File: src/rtl/core/lkv_pkg.sv
// Package for the LRU key/value cache: command and result transfer types and
// fixed constants shared by all modules. No dependencies.
`timescale 1ns / 1ps

package lkv_pkg;

  // Field widths fixed by the interface.
  localparam int DATA_W = 32;
  localparam int CAP_W  = 5;

  // Action codes.
  localparam logic ACT_GET = 1'b0;
  localparam logic ACT_SET = 1'b1;

  // Capacity register value after reset.
  localparam logic [CAP_W-1:0] CAP_RESET = 5'd16;

  // Value returned by a get that misses.
  localparam logic signed [DATA_W-1:0] MISS_VALUE = '1;

  // One command transfer.
  typedef struct packed {
    logic                     action;
    logic signed [DATA_W-1:0] key;
    logic signed [DATA_W-1:0] value;
  } lkv_cmd_t;

  // One result transfer.
  typedef struct packed {
    logic                     hit;
    logic signed [DATA_W-1:0] read_value;
  } lkv_result_t;

endpackage

File: src/rtl/core/lkv_lookup.sv
// Parallel key match across all cache entries and hit data selection.
// Depends on lkv_pkg.
`timescale 1ns / 1ps

module lkv_lookup #(
  parameter int ENTRIES = 16
) (
  input  logic [ENTRIES-1:0]                     entry_valid,
  input  logic [ENTRIES-1:0][lkv_pkg::DATA_W-1:0] entry_key,
  input  logic [ENTRIES-1:0][lkv_pkg::DATA_W-1:0] entry_value,
  input  logic [lkv_pkg::DATA_W-1:0]             key,
  output logic [ENTRIES-1:0]                     hit_vec,
  output logic                                   hit,
  output logic [lkv_pkg::DATA_W-1:0]             read_value
);

  logic [lkv_pkg::DATA_W-1:0] sel_value;

  // Compare every valid entry against the key at once.
  always_comb begin
    for (int i = 0; i < ENTRIES; i++) begin
      hit_vec[i] = entry_valid[i] && (entry_key[i] == key);
    end
  end

  // Keys are unique among valid entries, so an OR of the masked values selects the hit.
  always_comb begin
    sel_value = '0;
    for (int i = 0; i < ENTRIES; i++) begin
      sel_value = sel_value | (entry_value[i] & {lkv_pkg::DATA_W{hit_vec[i]}});
    end
  end

  assign hit        = |hit_vec;
  assign read_value = hit ? sel_value : lkv_pkg::MISS_VALUE;

endmodule

File: src/rtl/core/lkv_store.sv
// Entry storage, recency ranks and occupancy for the LRU key/value cache,
// with slot choice and rank update for a set. Depends on lkv_pkg.
`timescale 1ns / 1ps

module lkv_store #(
  parameter int ENTRIES = 16
) (
  input  logic                                   clk,
  input  logic                                   rst,
  input  logic                                   upd_en,
  input  logic [lkv_pkg::DATA_W-1:0]             upd_key,
  input  logic [lkv_pkg::DATA_W-1:0]             upd_value,
  input  logic                                   hit,
  input  logic [ENTRIES-1:0]                     hit_vec,
  input  logic [lkv_pkg::CAP_W-1:0]              capacity,
  output logic [ENTRIES-1:0]                     entry_valid,
  output logic [ENTRIES-1:0][lkv_pkg::DATA_W-1:0] entry_key,
  output logic [ENTRIES-1:0][lkv_pkg::DATA_W-1:0] entry_value
);

  localparam int RANK_W = (ENTRIES > 1) ? $clog2(ENTRIES) : 1;
  localparam int OCC_W  = $clog2(ENTRIES + 1);

  logic [ENTRIES-1:0]             valid;
  logic [ENTRIES-1:0][RANK_W-1:0] rank;
  logic [OCC_W-1:0]               occupancy;

  logic [31:0]                    eff_cap;
  logic                           full;
  logic [RANK_W-1:0]              last_rank;
  logic [RANK_W-1:0]              hit_rank;
  logic [ENTRIES-1:0]             free_vec;
  logic [ENTRIES-1:0]             victim_vec;
  logic [ENTRIES-1:0]             slot_vec;
  logic [ENTRIES-1:0]             inc_vec;

  // Effective capacity: zero acts as one, and it saturates at the entry count.
  always_comb begin
    eff_cap = 32'(capacity);
    if (eff_cap == 32'd0) begin
      eff_cap = 32'd1;
    end
    if (eff_cap > 32'(ENTRIES)) begin
      eff_cap = 32'(ENTRIES);
    end
  end

  assign full = (32'(occupancy) >= eff_cap);

  // Lowest free slot: lowest clear bit of the valid vector.
  assign free_vec = ~valid & (valid + ENTRIES'(1));

  // Valid ranks always form 0 .. occupancy-1, so the victim holds the highest one.
  assign last_rank = RANK_W'(occupancy - OCC_W'(1));

  always_comb begin
    hit_rank = '0;
    for (int i = 0; i < ENTRIES; i++) begin
      victim_vec[i] = valid[i] && (rank[i] == last_rank);
      hit_rank      = hit_rank | (rank[i] & {RANK_W{hit_vec[i]}});
    end
  end

  // Slot written by the set: the hit entry, else a free slot, else the victim.
  assign slot_vec = hit ? hit_vec : (full ? victim_vec : free_vec);

  // Entries that move one step down in recency.
  always_comb begin
    for (int i = 0; i < ENTRIES; i++) begin
      inc_vec[i] = !slot_vec[i] && valid[i] && (!hit || (rank[i] < hit_rank));
    end
  end

  // Control state: valid bits, ranks and occupancy.
  always_ff @(posedge clk) begin
    if (rst) begin
      valid     <= '0;
      rank      <= '0;
      occupancy <= '0;
    end else if (upd_en) begin
      for (int i = 0; i < ENTRIES; i++) begin
        if (slot_vec[i]) begin
          valid[i] <= 1'b1;
          rank[i]  <= '0;
        end else if (inc_vec[i]) begin
          rank[i] <= rank[i] + RANK_W'(1);
        end
      end
      if (!hit && !full) begin
        occupancy <= occupancy + OCC_W'(1);
      end
    end
  end

  // Key and value storage.
  always_ff @(posedge clk) begin
    if (upd_en) begin
      for (int i = 0; i < ENTRIES; i++) begin
        if (slot_vec[i]) begin
          entry_key[i]   <= upd_key;
          entry_value[i] <= upd_value;
        end
      end
    end
  end

  assign entry_valid = valid;

`ifndef ASSERT_OFF
  // The occupancy count tracks the number of valid entries.
  a_occ_count: assert property (@(posedge clk) disable iff (rst)
    $countones(valid) == int'(occupancy))
    else $error("occupancy does not match valid entries");

  // A set always writes exactly one slot.
  a_slot_onehot: assert property (@(posedge clk) disable iff (rst)
    upd_en |-> $onehot(slot_vec))
    else $error("set does not select exactly one slot");

  // An insert into a free slot raises occupancy by one.
  a_occ_grow: assert property (@(posedge clk) disable iff (rst)
    (upd_en && !hit && !full) |=> (occupancy == $past(occupancy) + OCC_W'(1)))
    else $error("occupancy did not grow on insert");
`endif

endmodule

File: src/rtl/core/lru_key_value_cache.sv
// Top level of the fully associative LRU key/value cache: command and result
// registers, capacity register, lookup and storage. Depends on lkv_pkg,
// lkv_lookup and lkv_store.
//
//   Channel   Ports                     Direction  Handshake
//   command   start, busy, cmd          in         start && !busy
//   result    result_valid, result      out        one-cycle strobe
//   config    cfg_we, cfg_wdata         in         cfg_we
//
// A command enters the command register at the accepting edge; the lookup and
// the entry update run in the next cycle, and a get's result is captured in the
// result register at the end of that cycle. One command per cycle is taken while
// rst is low. A set gives no result. Synchronous reset clears valid bits, ranks
// and occupancy; busy is high only while rst is asserted. The result side cannot stall.
`timescale 1ns / 1ps

module lru_key_value_cache #(
  parameter int ENTRIES = 16
) (
  input  logic                          clk,
  input  logic                          rst,
  input  logic                          start,
  output logic                          busy,
  input  lkv_pkg::lkv_cmd_t             cmd,
  output logic                          result_valid,
  output lkv_pkg::lkv_result_t          result,
  input  logic                          cfg_we,
  input  logic [lkv_pkg::CAP_W-1:0]     cfg_wdata
);

  logic                                   req_valid;
  lkv_pkg::lkv_cmd_t                      req;
  logic [lkv_pkg::CAP_W-1:0]              capacity;

  logic [ENTRIES-1:0]                     entry_valid;
  logic [ENTRIES-1:0][lkv_pkg::DATA_W-1:0] entry_key;
  logic [ENTRIES-1:0][lkv_pkg::DATA_W-1:0] entry_value;
  logic [ENTRIES-1:0]                     hit_vec;
  logic                                   hit;
  logic [lkv_pkg::DATA_W-1:0]             read_value;
  logic                                   upd_en;

  assign busy = rst;

  // Capacity register.
  always_ff @(posedge clk) begin
    if (rst) begin
      capacity <= lkv_pkg::CAP_RESET;
    end else if (cfg_we) begin
      capacity <= cfg_wdata;
    end
  end

  // Command register.
  always_ff @(posedge clk) begin
    if (rst) begin
      req_valid <= 1'b0;
    end else begin
      req_valid <= start && !busy;
    end
  end

  always_ff @(posedge clk) begin
    if (start && !busy) begin
      req <= cmd;
    end
  end

  // Key match over all entries.
  lkv_lookup #(
    .ENTRIES (ENTRIES)
  ) u_lookup (
    .entry_valid (entry_valid),
    .entry_key   (entry_key),
    .entry_value (entry_value),
    .key         (req.key),
    .hit_vec     (hit_vec),
    .hit         (hit),
    .read_value  (read_value)
  );

  assign upd_en = req_valid && (req.action == lkv_pkg::ACT_SET);

  // Entry storage and recency update.
  lkv_store #(
    .ENTRIES (ENTRIES)
  ) u_store (
    .clk         (clk),
    .rst         (rst),
    .upd_en      (upd_en),
    .upd_key     (req.key),
    .upd_value   (req.value),
    .hit         (hit),
    .hit_vec     (hit_vec),
    .capacity    (capacity),
    .entry_valid (entry_valid),
    .entry_key   (entry_key),
    .entry_value (entry_value)
  );

  // Result register: a get produces one result transfer.
  always_ff @(posedge clk) begin
    if (rst) begin
      result_valid <= 1'b0;
    end else begin
      result_valid <= req_valid && (req.action == lkv_pkg::ACT_GET);
    end
  end

  always_ff @(posedge clk) begin
    if (req_valid) begin
      result.hit        <= hit;
      result.read_value <= read_value;
    end
  end

`ifndef ASSERT_OFF
  // At most one entry matches any key.
  a_hit_onehot0: assert property (@(posedge clk) disable iff (rst)
    req_valid |-> $onehot0(hit_vec))
    else $error("key matched more than one entry");

  // A result follows only a registered get.
  a_result_src: assert property (@(posedge clk) disable iff (rst)
    result_valid |-> $past(req_valid && (req.action == lkv_pkg::ACT_GET)))
    else $error("result without a get");

  // A miss always reports the miss value.
  a_miss_value: assert property (@(posedge clk) disable iff (rst)
    (result_valid && !result.hit) |-> (result.read_value == lkv_pkg::MISS_VALUE))
    else $error("miss result carries a stored value");
`endif

endmodule

File: config.mk
export PLATFORM = sky130hd
export DESIGN_NAME = lru_key_value_cache
export DESIGN_NICKNAME = d
export VERILOG_FILES = /design/src/rtl/core/lkv_pkg.sv /design/src/rtl/core/lkv_lookup.sv /design/src/rtl/core/lkv_store.sv /design/src/rtl/core/lru_key_value_cache.sv
export SDC_FILE = /design/constraint.sdc
export NUM_CORES = 2
export LEC_CHECK = 0
export ABC_AREA = 1
export ABC_CLOCK_PERIOD_IN_PS = 4700
export BUFFER_PORTS_ARGS = -buffer_cell sky130_fd_sc_hd__buf_2
export CAP_MARGIN = 15
export CORE_MARGIN = 3
export CORE_UTILIZATION = 45
export CTS_BUF_LIST = sky130_fd_sc_hd__clkbuf_8
export DETAILED_ROUTE_END_ITERATION = 7
export SLEW_MARGIN = 0
export SYNTH_ARGS = -nofsm -noshare
export SYNTH_HDL_FRONTEND = slang
export SYNTH_HIERARCHICAL = 1
export SYNTH_SLANG_ARGS = --single-unit
export TNS_END_PERCENT = 30
File: constraint.sdc
create_clock -name clk -period 4.7 [get_ports clk]
set_clock_uncertainty 0.15 [all_clocks]
set_input_delay 0.94 -clock clk [delete_from_list [all_inputs] [get_ports clk]]
set_output_delay 0.94 -clock clk [all_outputs]
set_load 0.02 [all_outputs]
After elaboration in Yosys (flattened, before gate mapping)
Cells that the tools add are included.
{ "word_totals": {"elab_cells": 397, "inputBits": 74, "ff_bits": 1214, "out_inout_bits": 35} }
{ "classes": {"n_mux": 36, "n_eq_ne": 32, "reduce_logical": 154, "bitwise": 65, "magnitude_cmp": 18, "n_addsub": 19} }
{ "op_table": {"columns": ["operator", "n"], "rows": [
  ["AND 32 bit", 16],
  ["equality test 32 bit", 16],
  ["bitwise OR 32 bit", 15],
  ["two-way mux 4 bit", 32],
  ["logical AND 1 bit", 68],
  ["AND reduction 2 bit", 33],
  ["adder 4 x 1 -> 4 bit (second input constant)", 16],
  ["AND 4 bit", 16],
  ["equality test 4 bit", 16],
  ["less-than comparator 4 bit", 16],
  ["bitwise OR 4 bit", 15],
  [">= comparator 5 x 32 -> 1 bit", 1],
  ["two-way mux 16 bit", 2],
  ["two-way mux 32 bit", 1],
  ["nonzero test 2 bit", 16],
  ["logical NOT 1 bit", 19],
  ["adder 16 x 1 -> 16 bit (second input constant)", 1],
  ["AND 16 bit", 1],
  ["logical OR 1 bit", 16],
  ["NOT 16 bit", 1],
  ["OR reduction 16 bit", 1],
  ["adder 5 x 1 -> 5 bit (second input constant)", 1],
  ["greater-than comparator 5 bit (second input constant)", 1],
  ["logical NOT 5 bit", 1],
  ["other kinds (3)", 3]
]} }

Logic depth before layout (Yosys ltp)
{ "depth": {"ltp_word": 23, "ltp_mapped": 29, "mapped_depth_nobuf": 25} }

By module
The synthesis kept the hierarchy.
{ "modules_own_cells": {"columns": ["mod", "area_per_inst_um2", "instances", "seq_area_each_um2", "cells_each"], "rows": [
  ["lkv_store", 38418.1, 1, 32451.1, 2316],
  ["lkv_lookup", 13554.2, 1, 0.0, 2920],
  ["lru_key_value_cache", 3223.1, 1, 3083.0, 138]
]} }

Worst setup path after synthesis
Ideal clock, no wire load.
{ "synth_timing": {"path_type": "register to register", "from": "reg req[56] (netlist name)", "to": "reg u_store/entry_key[480] (netlist name), enable pin", "synth_period_minus_slack_ns": 4.824, "stages_incl_launch_ff": 20, "setup_slack_ns": -0.124, "path_buffers": 6, "arrival_time_ns": 4.255, "setup_ns": 0.419, "required_ns": 4.131, "path_cell_list": "edfxtp_1 buf_4 buf_4 xnor2_1 nand2_1 nor3_1 nand3b_1 nor2_1 nor2_1 nand2_2 nor2_4 nand2_8 buf_12 clkbuf_1 inv_1 clkbuf_1 clkbuf_1 nand3_1 nand3_1 inv_1"} }
{ "synth_between": {"elab_chain_len": 5, "elab_cells_between_ends": 35, "cone_classes": "eq/ne: 16; mux: 1; reduce/logical: 18"} }
{ "synth_lines": {"columns": ["item", "line_no", "rtl"], "rows": [
  ["start: declaration", "lru_key_value_cache.sv:32", "lkv_pkg::lkv_cmd_t req;"],
  ["start signal: assignment", "lru_key_value_cache.sv:65", "req <= cmd;"],
  ["equality test 32 bit", "lkv_lookup.sv:22", "hit_vec[i] = entry_valid[i] && (entry_key[i] == key);"],
  ["logical AND 1 bit", "lkv_lookup.sv:22", null],
  ["net hit_vec[5]", "lru_key_value_cache.sv:38", "logic [ENTRIES-1:0] hit_vec;"],
  ["OR reduction 16 bit", "lkv_lookup.sv:34", "assign hit = |hit_vec;"],
  ["net hit", "lru_key_value_cache.sv:39", "logic hit;"],
  ["two-way mux 16 bit", "lkv_store.sv:65", "assign slot_vec = hit ? hit_vec : (full ? victim_vec : free_vec);"],
  ["AND reduction 2 bit (no source line)", null, null],
  ["end signal: indexed assignment", "lkv_store.sv:100", "entry_key[i] <= upd_key;"],
  ["end: declaration", "lkv_store.sv:17", "output logic [ENTRIES-1:0][lkv_pkg::DATA_W-1:0] entry_key,"]
]} }
The timed path passes the listed nets, and every way through them passes these cells.
A chain may end at the register's enable or synchronous reset.

Final worst setup path
{ "layout_timing": {"from": "reg req[41] (netlist name)", "to": "reg u_store/entry_key[380] (netlist name), enable pin"} }
{ "layout_between": {"elab_chain_len": 5, "elab_cells_between_ends": 35, "cone_classes": "eq/ne: 16; mux: 1; reduce/logical: 18"} }
{ "layout_lines": {"columns": ["item", "line_no"], "rows": [
  ["equality test 32 bit", "lkv_lookup.sv:22"],
  ["logical AND 1 bit", "lkv_lookup.sv:22"],
  ["OR reduction 16 bit *", "lkv_lookup.sv:34"],
  ["net hit", "lru_key_value_cache.sv:39"],
  ["two-way mux 16 bit *", "lkv_store.sv:65"],
  ["AND reduction 2 bit (no source line) *", null]
]} }
The timed path passes the listed nets; every way through them passes the cells marked *.

==> results list <==
- The synthesized netlist occupies a cell area of ~55,000 µm².
- Period utilization: 0.9363
- Entering global routing, the biggest net connects 65 pins.
- At the later pin of the worst-skew pair, clock insertion delay measures roughly 950 ps.
- Die outline height: 356.2 µm
- Crit path buf inv count: 5
- Counting tap cells, the placed design contains a total of between 7k and 8k instances.
* Number of enable flip-flop cells after synthesis: roughly 1.1k
- Summed over all cells, the static leakage comes to 24.65 nW.
- The worst register-to-register path begins at req[41].
- In this run the critical register-to-register path is captured at u_store/entry_key[380].
* R2R Setup Slk: between 200 and 300 ps
- The H-tree generated during clock tree synthesis spans 4 levels.
- Summing all flip-flop and latch instances after layout gives 35,540 µm².
- In this run, post-CTS repair resized a total of 0 instances.
- The critical path is of the reg2reg type.
- Cell area after placement: about 60,000 µm²
* Count of routing violations after the opening detailed-route iteration: between 4k and 5k
- Final hold analysis gives a worst-case slack of ~75 ps.
* Nets: a little under 6k
* Worst-margin pin slew: between 1000 and 1500 ps
- After layout, the worst setup slack is 299.3 ps.
- Final Util: 0.5193
- The critical path goes through inv_2 -> buf_4 -> o21a_1 -> nand3_1 -> nor2_1 -> nand2_1 -> nor2_4 -> nand2_1 -> nand4_2 -> nor2_4 -> nand2_8 -> inv_1 -> or2_2 -> nand3_1 -> clkinvlp_4 -> buf_12.
- The congestion estimate from routability-driven global placement came to 0.9348.
- Average cell area after synthesis: ~10 µm²
- GR Overflow Total: 0
- The first global-routing pass estimated around 260,000 µm of wire.
- After legalization and detailed placement, the total HPWL measured between 100,000 and 150,000 µm.
- Top cell type's share of synthesized area: 0.6104
* Final number of hold-violating endpoints: 0
- Number of cells traversed by the worst register-to-register path: 16
* Site row count: 127
- The worst path needs 4401 ps of the cycle, external delays included.
- Following the worst setup path forward leads to its endpoint at u_store/entry_key[380].
- Area enclosed by the die boundary: 126,900 µm²
- After clock tree synthesis, the clock-pin slew on the worst setup and hold paths is around 60 ps.
- Summed over all failing endpoints, the final setup total negative slack is 0 ps.
- Number of synthesized register bits: ~1.2k
- The synthesized design spends more area on one cell type than any other, namely sky130_fd_sc_hd__edfxtp_1.
- The region available for standard cell placement spans ~120,000 µm².
- Required time of the critical path: 5180 ps
* Min-Delay Path Class: in2reg
- Portion of the post-synthesis area used by sequential elements: 0.6438
- IR analysis of the VDD net gives a maximum drop of between 200 and 300 µV.
- Share of flip-flops with an asynchronous set or reset: 0
* Most area-consuming cells after synthesis: sky130_fd_sc_hd__edfxtp_1 (61%), sky130_fd_sc_hd__nand2_1 (10%), sky130_fd_sc_hd__nand3_1 (5.8%), sky130_fd_sc_hd__dfxtp_1 (3.3%), sky130_fd_sc_hd__nor2_1 (3.3%)
* Max Fanout on Critical Path: 22
- Place WS: around 290 ps
* Synth Instances: ~5.4k
- Synth-to-layout area growth: 13.63%
- Total clock sinks: around 1.2k
* Start point of the worst hold path: cmd[29]
* Length of the first detailed-routing pass in iterations: 6
- TritonCTS built the clock tree.
* Count of input and output buffers: around 110
* Prevailing post-synth register cell: sky130_fd_sc_hd__edfxtp_1
- Number of design rule violations left after detail routing: 0
- Count of boundary I/O pins: 109
* Slew Viols, Final: 0
- Design Power: 21.92 mW
* Initial antenna violation count: 7
* CP Launch Point: req[41]
- Count of different cell masters after synthesis: 49
- Measured along the x axis, the die boundary spans between 300 and 400 µm.
- Maximum Capacitance Violations: 0
- The finished cells cover around 63,000 µm².
- The number of global-route vias before repair came to 39.62k.
* Tot GR Track Use: 0.2799
- Setup violations remaining at the end of the flow were counted as 0.
* Count of vias placed by the detailed router: 41.69k
- Counting buffers and inverters, the worst setup path is 16 cells deep.
- Worst Setup End Kind: register
- The worst setup path is launched from a register.
- Detail-routed net length per standard cell: 24.01 µm
* Post-route ant nets: 0
- Derived from the worst setup path, the maximum achievable clock frequency is about 230 MHz.
- Net Count, Synth: 5,487
* Count of fill cells added during filler insertion: ~11k
- Dividing total power by cell area gives a power density of 349.5 nW/µm².
- Initial cell density of the core: 0.4570
* Commonest cells in the synthesized netlist: sky130_fd_sc_hd__nand2_1 (1,504), sky130_fd_sc_hd__edfxtp_1 (1,122), sky130_fd_sc_hd__nand3_1 (635)
- Slew Limit Headroom: 0.3231
- Maximum buffer depth of the clock tree: 3
* Total length of routed wires: 179,500 µm
- Via/cell ratio: 5.577
- Setup repair after global routing left no endpoint under its margin.
- Among all cell types in the netlist, the one instantiated most often is sky130_fd_sc_hd__nand2_1.
- Multi-input gate area in the final layout: between 15,000 and 20,000 µm²
* Proportion of layout cells with a drive suffix above 1: 0.1224
- Clock tree synthesis selected as its root buffer the cell sky130_fd_sc_hd__clkbuf_8.
- In this design, the stage delay of the slowest critical-path cell is between 400 and 500 ps.
- Broken down by cell family, the worst path's largest delay share belongs to simple AND/OR/NAND/NOR gates.
- The flow ran to the end, and the final reports show no timing, DRC or antenna violations.
- Warnings from Yosys: 6
* Num CTS Buffers: 199
* Cell with the largest stage delay on the worst path: sky130_fd_sc_hd__inv_2
- The finished layout holds roughly 7.5k standard cells, fillers aside.
* Arr. time, crit path: 4880 ps
## cell type report
class,count,area share
Antenna cell,6,0.0002394
Clock buffer,203,0.04455
Clock inverter,156,0.01259
Inverter,427,0.02621
Multi-Input combinational cell,3508,0.2685
Sequential cell,1214,0.5666
Tap cell,1612,0.03216
Timing Repair Buffer,349,0.04912
## how the worst min path moves through the flow
stage,end,cells after the start
final,req[29],1
after global placement,result_valid,1
after floorplan,result_valid,1
after global routing,req[29],1
after detailed placement,result_valid,1
after CTS,req[29],1
## layer usage
layer,global-route usage,up-vias,wire length (µm)
met3,0.05460,390,17580
met5,0,-,0
li1,-,18880,-
met2,0.4327,2265,80710
met4,0.1191,0,7124
met1,0.3869,20160,74060
## kinds of logic after synthesis
kind of cell             Yosys count  synth area share
AO/OA/AOI/OAI                    355           0.03516
XOR/XNOR                         187           0.02967
adder cells (fa/ha/maj)           39          0.008841
buffers and inverters            652           0.05443
flip-flops                      1214            0.6438
AND/OR/NAND/NOR                 2927            0.2281
## layout by cell type, fill, tap and decap left out, types with 5 or more instances in the layout
master	instances
sky130_fd_sc_hd__inv_4	12
sky130_fd_sc_hd__nor2_4	37
sky130_fd_sc_hd__o22ai_1	24
sky130_fd_sc_hd__clkinv_2	16
sky130_fd_sc_hd__nor3_1	16
sky130_fd_sc_hd__buf_2	108
sky130_fd_sc_hd__buf_4	140
sky130_fd_sc_hd__xor2_1	64
sky130_fd_sc_hd__o21bai_1	12
sky130_fd_sc_hd__nor2_1	483
sky130_fd_sc_hd__o21a_1	5
sky130_fd_sc_hd__nand2_2	67
sky130_fd_sc_hd__diode_2	6
sky130_fd_sc_hd__a21oi_1	86
sky130_fd_sc_hd__o21ai_1	43
sky130_fd_sc_hd__ha_1	39
sky130_fd_sc_hd__clkinv_1	43
sky130_fd_sc_hd__clkbuf_8	203
sky130_fd_sc_hd__inv_2	36
sky130_fd_sc_hd__or2_2	16
sky130_fd_sc_hd__inv_1	459
sky130_fd_sc_hd__nand3b_1	5
sky130_fd_sc_hd__nand3_1	635
sky130_fd_sc_hd__nand4_1	145
sky130_fd_sc_hd__nand2_1	1504
sky130_fd_sc_hd__dfxtp_1	91
sky130_fd_sc_hd__xnor2_1	123
sky130_fd_sc_hd__dlygate4sd3_1	54
sky130_fd_sc_hd__edfxtp_1	1122
sky130_fd_sc_hd__buf_12	46
sky130_fd_sc_hd__o21ai_0	159
sky130_fd_sc_hd__o211ai_1	6
sky130_fd_sc_hd__a21boi_1	5
## report_power, final
group	switching [mW]	internal (mW)
combinational	0.899	0.352
sequential	0.146	12.0
clock	4.34	4.19
total	5.39	16.5
## registers in the layout (all words and copies together) (netlist names), 5 cells and up
register / cells
u_store/occupancy: 5
req: 65
u_store/entry_key: 512
u_store/entry_valid: 16
result: 33
u_store/entry_value: 512
u_store/rank: 64
capacity: 5
## what timing repair did
item | in CTS | in global routing
setup buffers | 0 | 0
endpoints found under the hold margin | 54 | 0
hold buffers | 54 | 0
Note: power is estimated with default switching activity, not from simulation.
